## config.mk

```make
export PLATFORM = sky130hd
export DESIGN_NAME = ansi_sgr_color_filter
export DESIGN_NICKNAME = d
export VERILOG_FILES = /design/src/sv/ascf_pkg.sv /design/src/sv/ansi_sgr_color_filter.sv
export SDC_FILE = /design/constraint.sdc
export NUM_CORES = 1
export LEC_CHECK = 0
export BUFFER_PORTS_ARGS = -buffer_cell sky130_fd_sc_hd__buf_2
export CORE_UTILIZATION = 53
export DETAILED_ROUTE_END_ITERATION = 6
export GPL_TIMING_DRIVEN = 1
export HOLD_SLACK_MARGIN = 0.05
export PLACE_DENSITY = 0.69
export SLEW_MARGIN = 15
export SYNTH_ARGS = -nofsm -noshare
export SYNTH_HDL_FRONTEND = slang
export SYNTH_SLANG_ARGS = --single-unit
```

## constraint.sdc

```tcl
create_clock -name clk -period 4.65 [get_ports clk]
set_input_delay 0.6975 -clock clk [delete_from_list [all_inputs] [get_ports clk]]
set_output_delay 0.6975 -clock clk [all_outputs]
set_load 0.05 [all_outputs]
```

## src/sv/ascf_pkg.sv

```systemverilog
package ascf_pkg;

  typedef enum logic [1:0] {
    ST_RUN,
    ST_REPLAY,
    ST_TAIL
  } fsm_state_t;

  typedef enum logic [1:0] {
    PH_TEXT,
    PH_ESC,
    PH_PARAMS,
    PH_FULL
  } parse_phase_t;

  localparam int REPLAY_DEPTH_DEF = 32;
  localparam int MAX_CODES_DEF    = 4;

  localparam logic [15:0] CH_ESC      = 16'h001b;
  localparam logic [15:0] CH_LBRACKET = 16'h005b;
  localparam logic [15:0] CH_SEMI     = 16'h003b;
  localparam logic [15:0] CH_FINAL_M  = 16'h006d;
  localparam logic [15:0] CH_ZERO     = 16'h0030;
  localparam logic [15:0] CH_NINE     = 16'h0039;

  localparam logic [9:0]  CODE_SAT = 10'd1023;

  localparam logic [3:0]  FG_DEF = 4'd7;
  localparam logic [3:0]  BG_DEF = 4'd0;
  localparam logic [7:0]  ATTR_DEF = {BG_DEF, FG_DEF};

  localparam logic KIND_TEXT = 1'b0;
  localparam logic KIND_ATTR = 1'b1;

  // SGR code to attribute update; attr is {bg, fg}
  function automatic logic [7:0] apply_code(logic [9:0] code, logic [7:0] attr);
    logic [7:0] res;
    res = attr;
    case (code)
      10'd0:   res = ATTR_DEF;
      10'd31:  res = {attr[7:4], 4'd4};
      10'd32:  res = {attr[7:4], 4'd2};
      10'd33:  res = {attr[7:4], 4'd14};
      10'd36:  res = {attr[7:4], 4'd3};
      10'd37:  res = {attr[7:4], 4'd7};
      10'd41:  res = {4'd4, attr[3:0]};
      10'd90:  res = {attr[7:4], 4'd8};
      10'd97:  res = {attr[7:4], 4'd15};
      default: res = attr;
    endcase
    return res;
  endfunction

endpackage

```

## src/sv/ansi_sgr_color_filter.sv

```systemverilog
// ANSI SGR color filter: takes one 16-bit character per request and passes plain
// characters through as text results. ESC '[' opens a color sequence of up to
// MAX_CODES decimal codes split by ';'; the closing 'm' yields one attribute result
// (fg in the low nibble, bg in the high nibble). The '[' and parameter characters
// are kept in a REPLAY_DEPTH-entry buffer memory; a malformed sequence or an
// end-of-string mark plays them back as text, followed by the failing character
// (none if it is ESC, which opens a new sequence) or by attribute 7/0. Throughput
// is one request per cycle while results are taken. A request that triggers a
// playback holds the input while the buffered characters and any trailing result
// are sent, since the buffer has a single read port that yields one character per
// cycle. There is a single result register, so an untaken result holds the input.
module ansi_sgr_color_filter #(
  parameter int REPLAY_DEPTH = ascf_pkg::REPLAY_DEPTH_DEF,
  parameter int MAX_CODES    = ascf_pkg::MAX_CODES_DEF
) (
  input  logic        clk,
  input  logic        rst,
  input  logic        in_valid,
  output logic        in_ready,
  input  logic [15:0] ch,
  input  logic        end_of_string,
  output logic        out_valid,
  input  logic        out_ready,
  output logic        kind,
  output logic [15:0] text_char,
  output logic [7:0]  attribute,
  output logic        last_of_run
);
  import ascf_pkg::*;

  localparam int IDX_W = (REPLAY_DEPTH > 1) ? $clog2(REPLAY_DEPTH) : 1;
  localparam int CNT_W = $clog2(REPLAY_DEPTH + 1);
  localparam int CC_W  = $clog2(MAX_CODES + 1);

  fsm_state_t   state, state_next;
  parse_phase_t phase, phase_next;

  logic [9:0]       code_value, code_value_next;
  logic             digit_seen, digit_seen_next;
  logic [CC_W-1:0]  code_count, code_count_next;
  logic [7:0]       pend_attr, pend_attr_next;
  logic [CNT_W-1:0] replay_count, replay_count_next;
  logic [IDX_W-1:0] rd_idx;
  logic             tail_has, tail_has_next;
  logic             tail_kind, tail_kind_next;
  logic [15:0]      tail_char;

  logic [15:0] mem [REPLAY_DEPTH];
  logic [15:0] rdata;
  logic [IDX_W-1:0] rd_addr;
  logic             wr_en;

  logic out_free, accept, rd_last;
  logic emit_now, e_kind;
  logic [15:0] e_char;
  logic [7:0]  e_attr;
  logic go_replay;

  logic        out_load, o_kind, o_last;
  logic [15:0] o_char;
  logic [7:0]  o_attr;

  logic        is_digit;
  logic [13:0] code_sum;
  logic [7:0]  commit_attr;
  logic [CC_W-1:0] commit_count;

  assign out_free = !out_valid || out_ready;
  assign accept   = in_valid && in_ready;
  assign rd_last  = (CNT_W'(rd_idx) + CNT_W'(1)) == replay_count;

  assign is_digit = (ch >= CH_ZERO) && (ch <= CH_NINE);
  assign code_sum = {1'b0, code_value, 3'b000} + {3'b000, code_value, 1'b0}
                  + {10'd0, ch[3:0]};
  assign commit_attr  = digit_seen ? apply_code(code_value, pend_attr) : pend_attr;
  assign commit_count = digit_seen ? code_count + CC_W'(1) : code_count;

  // request decode
  always_comb begin
    phase_next        = phase;
    code_value_next   = code_value;
    digit_seen_next   = digit_seen;
    code_count_next   = code_count;
    pend_attr_next    = pend_attr;
    replay_count_next = replay_count;
    wr_en             = 1'b0;
    emit_now          = 1'b0;
    e_kind            = KIND_TEXT;
    e_char            = ch;
    e_attr            = 8'd0;
    go_replay         = 1'b0;
    tail_has_next     = 1'b0;
    tail_kind_next    = KIND_TEXT;
    if (end_of_string) begin
      phase_next      = PH_TEXT;
      code_value_next = 10'd0;
      digit_seen_next = 1'b0;
      code_count_next = '0;
      if (replay_count == '0) begin
        emit_now = 1'b1;
        e_kind   = KIND_ATTR;
        e_char   = 16'd0;
        e_attr   = ATTR_DEF;
      end else begin
        go_replay      = 1'b1;
        tail_has_next  = 1'b1;
        tail_kind_next = KIND_ATTR;
      end
    end else begin
      case (phase)
        PH_TEXT, PH_ESC: begin
          if (phase == PH_ESC && ch == CH_LBRACKET) begin
            phase_next        = PH_PARAMS;
            code_value_next   = 10'd0;
            digit_seen_next   = 1'b0;
            code_count_next   = '0;
            pend_attr_next    = ATTR_DEF;
            wr_en             = 1'b1;
            replay_count_next = CNT_W'(1);
          end else if (ch == CH_ESC) begin
            phase_next = PH_ESC;
          end else begin
            phase_next = PH_TEXT;
            emit_now   = 1'b1;
          end
        end
        PH_PARAMS, PH_FULL: begin
          if (ch == CH_FINAL_M) begin
            phase_next        = PH_TEXT;
            code_value_next   = 10'd0;
            digit_seen_next   = 1'b0;
            code_count_next   = '0;
            replay_count_next = '0;
            pend_attr_next    = (phase == PH_PARAMS) ? commit_attr : pend_attr;
            emit_now          = 1'b1;
            e_kind            = KIND_ATTR;
            e_char            = 16'd0;
            e_attr            = pend_attr_next;
          end else if (phase == PH_PARAMS && (is_digit || ch == CH_SEMI)
                       && replay_count < CNT_W'(REPLAY_DEPTH)) begin
            wr_en             = 1'b1;
            replay_count_next = replay_count + CNT_W'(1);
            if (ch == CH_SEMI) begin
              pend_attr_next  = commit_attr;
              code_count_next = commit_count;
              code_value_next = 10'd0;
              digit_seen_next = 1'b0;
              if (commit_count >= CC_W'(MAX_CODES)) begin
                phase_next = PH_FULL;
              end
            end else begin
              code_value_next = (code_sum > {4'd0, CODE_SAT}) ? CODE_SAT : code_sum[9:0];
              digit_seen_next = 1'b1;
            end
          end else begin
            // malformed: play back the buffer, then handle ch as plain input
            go_replay       = 1'b1;
            code_value_next = 10'd0;
            digit_seen_next = 1'b0;
            code_count_next = '0;
            if (ch == CH_ESC) begin
              phase_next = PH_ESC;
            end else begin
              phase_next     = PH_TEXT;
              tail_has_next  = 1'b1;
              tail_kind_next = KIND_TEXT;
            end
          end
        end
        default: begin
          phase_next = PH_TEXT;
        end
      endcase
    end
  end

  // next state
  always_comb begin
    state_next = state;
    case (state)
      ST_RUN: begin
        if (accept && go_replay) begin
          state_next = ST_REPLAY;
        end
      end
      ST_REPLAY: begin
        if (out_free && rd_last) begin
          state_next = tail_has ? ST_TAIL : ST_RUN;
        end
      end
      ST_TAIL: begin
        if (out_free) begin
          state_next = ST_RUN;
        end
      end
      default: state_next = ST_RUN;
    endcase
  end

  // state outputs
  always_comb begin
    in_ready = 1'b0;
    rd_addr  = '0;
    out_load = 1'b0;
    o_kind   = KIND_TEXT;
    o_char   = 16'd0;
    o_attr   = 8'd0;
    o_last   = 1'b1;
    case (state)
      ST_RUN: begin
        // entry 0 is read every cycle so a playback can start right away
        in_ready = out_free;
        out_load = accept && emit_now;
        o_kind   = e_kind;
        o_char   = e_char;
        o_attr   = e_attr;
      end
      ST_REPLAY: begin
        out_load = out_free;
        o_char   = rdata;
        o_last   = rd_last && !tail_has;
        if (out_free) begin
          rd_addr = rd_last ? '0 : rd_idx + IDX_W'(1);
        end else begin
          rd_addr = rd_idx;
        end
      end
      ST_TAIL: begin
        out_load = out_free;
        o_kind   = tail_kind;
        o_char   = (tail_kind == KIND_TEXT) ? tail_char : 16'd0;
        o_attr   = (tail_kind == KIND_ATTR) ? ATTR_DEF : 8'd0;
      end
      default: begin
        in_ready = 1'b0;
      end
    endcase
  end

  always_ff @(posedge clk) begin
    if (accept && wr_en) begin
      mem[replay_count[IDX_W-1:0]] <= ch;
    end
    rdata <= mem[rd_addr];
  end

  always_ff @(posedge clk) begin
    if (rst) begin
      state        <= ST_RUN;
      phase        <= PH_TEXT;
      code_value   <= 10'd0;
      digit_seen   <= 1'b0;
      code_count   <= '0;
      pend_attr    <= ATTR_DEF;
      replay_count <= '0;
      rd_idx       <= '0;
      tail_has     <= 1'b0;
      out_valid    <= 1'b0;
    end else begin
      state <= state_next;
      if (accept) begin
        phase        <= phase_next;
        code_value   <= code_value_next;
        digit_seen   <= digit_seen_next;
        code_count   <= code_count_next;
        pend_attr    <= pend_attr_next;
        replay_count <= replay_count_next;
        if (go_replay) begin
          tail_has <= tail_has_next;
        end
      end
      if (state == ST_REPLAY && out_free) begin
        rd_idx <= rd_last ? '0 : rd_idx + IDX_W'(1);
        if (rd_last) begin
          replay_count <= '0;
        end
      end
      if (out_load) begin
        out_valid <= 1'b1;
      end else if (out_ready) begin
        out_valid <= 1'b0;
      end
    end
  end

  always_ff @(posedge clk) begin
    if (accept && go_replay) begin
      tail_kind <= tail_kind_next;
      tail_char <= ch;
    end
    if (out_load) begin
      kind        <= o_kind;
      text_char   <= o_char;
      attribute   <= o_attr;
      last_of_run <= o_last;
    end
  end

endmodule
```

==> reports/results.tsv <==
stage	metric	value	unit
global_route	total track usage	28.0	%
clock_network	Clk pin slew, worst setup/hold paths	0.06	ns
floorplan	Site Rows	79	
worst_setup_path	Levels on crit path	13	
timing	fin worst setup slack	0.552	ns
detailed_routing	Routed Antenna Nets	0	
clock_network	CTS buffer count	59	
floorplan	Die W	221	um
detailed_routing	DR iter-0 viols	2089	
timing	f_max	0.244	GHz
synthesis	Synth Area in Adders	1.58	%
power_and_ir_drop	PD cells	393	mW/mm2
place	Post-Place Worst Slack	0.652	ns
synthesis	EDFF count, synth	555	
run_status	outcome	finished, violations left	
detailed_routing	drt drc	12	
floorplan	DIE AREA	0.0489	mm2
clock_network	TritonCTS clock tree	done	
detailed_routing	vias post-DR	16822	
global_route	first-pass GRT wire length	102000	um
floorplan	Initial Util	54.2	%
floorplan	I/O pin total	49	
clock_network	CTS Sinks	610	
worst_setup_path	critical path required time	5.13	ns
clock_network	Max clock buf depth	3	
synthesis	xor/xnor cell area share of the yosys netlist	0.546	%
global_route	vias in the first global route	15959	
detailed_routing	via/cell ratio	6.33	
finish	final core occ	61.0	%
detailed_routing	WL final	68500	um
synthesis	Yosys cell types	76	
synthesis	Syn Area/Cell	13.3	um2
worst_setup_path	Setup crit end kind	flop	
finish	fraction of layout cells with a size suffix above 1	12.2	%
synthesis	post-synthesis mux area share	3.26	%
timing	RSZ-0062 raised after global routing	no	
synthesis	cell area after synthesis	0.0254	mm2
power_and_ir_drop	P_leak	0.00980	uW
global_route	met3 Use GR	4.87	%
timing	total negative slack	0	ns
worst_setup_path	Critical path origin	rd_idx[0]$_SDFFE_PP0P_	
timing	Final Max Tran Viols	0	
synthesis	largest family of logic cells by synthesized area	simple AND/OR/NAND/NOR gates	
worst_setup_path	CP max stage delay	0.51	ns
timing	period utilization	88.1	%
timing	Relative slew margins	30.5	%
global_route	met2 global-route usage	43.8	%
worst_setup_path	cell-by-cell trace of the critical path	ha_1 > xnor2_1 > o311ai_0 > or3_1 > o211ai_1 > buf_12 > nand2_8 > buf_4 > a211oi_1 > a211oi_1 > a311oi_1 > buf_4 > nor4_1	
synthesis	Synth area leaders	edfxtp_1 66%, nand2_1 4.9%, dfxtp_1 4.3%	
clock_network	clock insertion delay at the later pin of the skew report	0.60	ns
timing	fin crit period	4.10	ns
place	gp weighted congestion	0.980	
global_route	GRT Residual Overflow	0	
synthesis	compound-cell area share of the yosys netlist	9.87	%
clock_network	Max H-tree Level	2	
timing	Setup violations, final	0	
floorplan	Die H	221	um
global_route	largest net degree at the start of global routing	123	
timing	Worst Skew	0.0120	ns
clock_network	CTS resizes	0	
power_and_ir_drop	Max IR drop VDD	0.000371	V
synthesis	Async SR Flop Fraction	0	%
clock_network	CTS hold repair buffers	0	
clock_network	Post-CTS Setup Repair Bufs	0	
place	post-DP HPWL	43300	um
detailed_routing	routed wire length per instance	25.8	um
worst_setup_path	Crit path max-delay family	compound AO/OA/AOI/OAI gates	
global_route	global route hottest layer	met2	
worst_setup_path	FF-to-FF Start	rd_idx[0]$_SDFFE_PP0P_	
worst_hold_path	hold crit path type	flop to flop	
job	max cap viols	0	
worst_setup_path	Worst EP arrival	4.57	ns
run_status	violated checks	design-rule violations	
clock_network	CTS root buffer	clkbuf_16	
synthesis	Synth Area in Simple Gates	12.4	%
detailed_routing	Detailed Routing Iterations Pass 1	7	
timing	hold_ws	0.463	ns
floorplan	core area	0.0470	mm2
worst_setup_path	Crit Path Class	flop to flop	
worst_setup_path	critical path fanouts, max	38	
synthesis	Primary FF master, synth	edfxtp_1	
worst_setup_path	startpoint types	flop	
synthesis	Yosys reg bits	610	
timing	Final Hold Fails	0	
worst_setup_path	FF-to-FF path depth	13	
worst_setup_path	WP buf/inv	3	
worst_setup_path	R2R Setup Slk	0.55	ns
global_route	grt met1 use	38.9	%
global_route	initial antenna violation count	1	
synthesis	Seq/Total Area, Yosys	69.9	%
synthesis	Yosys warnings	0	
synthesis	net count after synthesis	1968	
synthesis	leading area contributor after synthesis	edfxtp_1	
synthesis	Post-Syn Instances	1916	
worst_setup_path	Worst Setup EP	rdata[7]$_DFF_P_	
finish	post-layout net count	2053	
finish	area grow syn2layout	12.7	%
place	# port buffers	48	
worst_setup_path	CP max-delay cell	a311oi_1	
worst_setup_path	worst r2r dst	rdata[7]$_DFF_P_	
synthesis	post-synth top area share	65.5	%
timing	Least-Margin Pin Slew	1.03	ns
==> per-stage QoR <==
stage | area [um2] | total power [uW] | instances
3_3_place_gp | 26800 | 6710 | 2547
6_report | 28700 | 11300 | 2657
4_1_cts | 28600 | 11300 | 2656
5_1_grt | 28700 | 11500 | 2657
2_1_floorplan | 25400 | 6450 | 1916
3_5_place_dp | 26800 | 6720 | 2547
==> power by group <==
group | internal, uW | total (uW) | switching [uW] | leakage (uW)
logic | 129 | 551 | 423 | 0.00344
clock network | 2660 | 4640 | 1980 | 0.000900
registers | 6030 | 6060 | 34.4 | 0.00546
total | 8820 | 11300 | 2440 | 0.00980
==> kinds of logic (layout without fill, tap and decap cells) <==
logic type               Yosys count  after routing
AND/OR/NAND/NOR                  692            692
flip-flops                       610            610
AO/OA/AOI/OAI                    345            345
buffers and inverters            143            276
multiplexers                      80             80
adder cells (fa/ha/maj)           31             31
XOR/XNOR                          15             15
other                              0              1
==> cell usage after synthesis, drive strengths merged, types with 16 or more instances <==
library cell  instances
a211oi               73
a21oi                59
a221o                16
a222oi               16
a311oi               30
a31oi                18
a32oi                19
and3                 55
buf                  38
clkbuf               85
dfxtp                55
edfxtp              555
ha                   29
inv                  20
mux2i                76
nand2               333
nand3               102
nor2                103
nor4                 19
o21ai                42
o22ai                21
==> how the worst min path moves through the flow <==
| stage | start | slack (ns) | cells past startpoint | endpoint |
|---|---|---|---|---|
| 5_1_grt | ch[13] | 0.43 | 1 | mem[26][13]$_DFFE_PP_ |
| 2_1_floorplan | pend_attr[7]$_SDFFE_PP0P_ | 0.42 | 1 | pend_attr[7]$_SDFFE_PP0P_ |
| 3_5_place_dp | pend_attr[7]$_SDFFE_PP0P_ | 0.44 | 1 | pend_attr[7]$_SDFFE_PP0P_ |
| 3_3_place_gp | pend_attr[7]$_SDFFE_PP0P_ | 0.44 | 1 | pend_attr[7]$_SDFFE_PP0P_ |
| 6_report | pend_attr[7]$_SDFFE_PP0P_ | 0.46 | 1 | pend_attr[7]$_SDFFE_PP0P_ |
| 4_1_cts | ch[13] | 0.43 | 1 | mem[28][13]$_DFFE_PP_ |
==> final cells by class <==
class                      instances  area [um2]
fill                            3542       18300
sequential                       610       17800
multi-input combinational       1163        7070
clock buffer                      90        1650
timing repair buffer             147        1120
tap                              607         759
clock inverter                    19         203
inverter                          20        75.1
antenna                            1        2.50
==> flip-flops by register name, summed over array words and instances (netlist names) <==
signal        flops
mem             512
rdata            16
tail_char        16
text_char        16
code_value       10
attribute         8
pend_attr         8
replay_count      6
rd_idx            5
code_count        3
phase             2
state             2
digit_seen        1
kind              1
last_of_run       1
out_valid         1
tail_has          1
tail_kind         1
==> cells in the final DEF, fill, tap and decap left out, types with 4 or more instances in the layout <==
cell type  netlist  final
xnor2_1         10     10
nor2_1         102    102
nor4_1          19     19
mux2i_1         76     76
a311oi_1        30     30
a221o_1         16     16
xor2_1           4      4
a21o_1           5      5
clkbuf_1        85     25
clkinv_2         0      6
nand3_1        101    101
dfxtp_1         55     55
a211oi_1        72     72
and3_1          55     54
ha_1            29     29
nand4_1          5      5
buf_12           0     11
bufinv_16        0      4
or3_1            7      7
inv_1           20     20
clkbuf_16        0     59
and2_1           8      7
buf_2           27     48
o21bai_1         6      6
a22oi_1          8      8
o21a_1           6      6
edfxtp_1       555    555
a32oi_1         19     19
nor2b_1         11     11
a31oi_1         17     17
nand2b_1        11     11
nor3_1          15     15
o21ai_0         41     41
nand2_1        332    332
a21oi_1         57     56
a222oi_1        16     16
clkinv_1         0      5
buf_4            4     88
o22ai_1         21     21
clkbuf_8         0      6
==> layer usage <==
layer	part of all wire [%]	wire length [um]
met5	0	0
met4	3.9	2700
met2	46	31700
met1	41	27900
met3	9.1	6230
No activity file was read; power rests on OpenSTA's default activity.
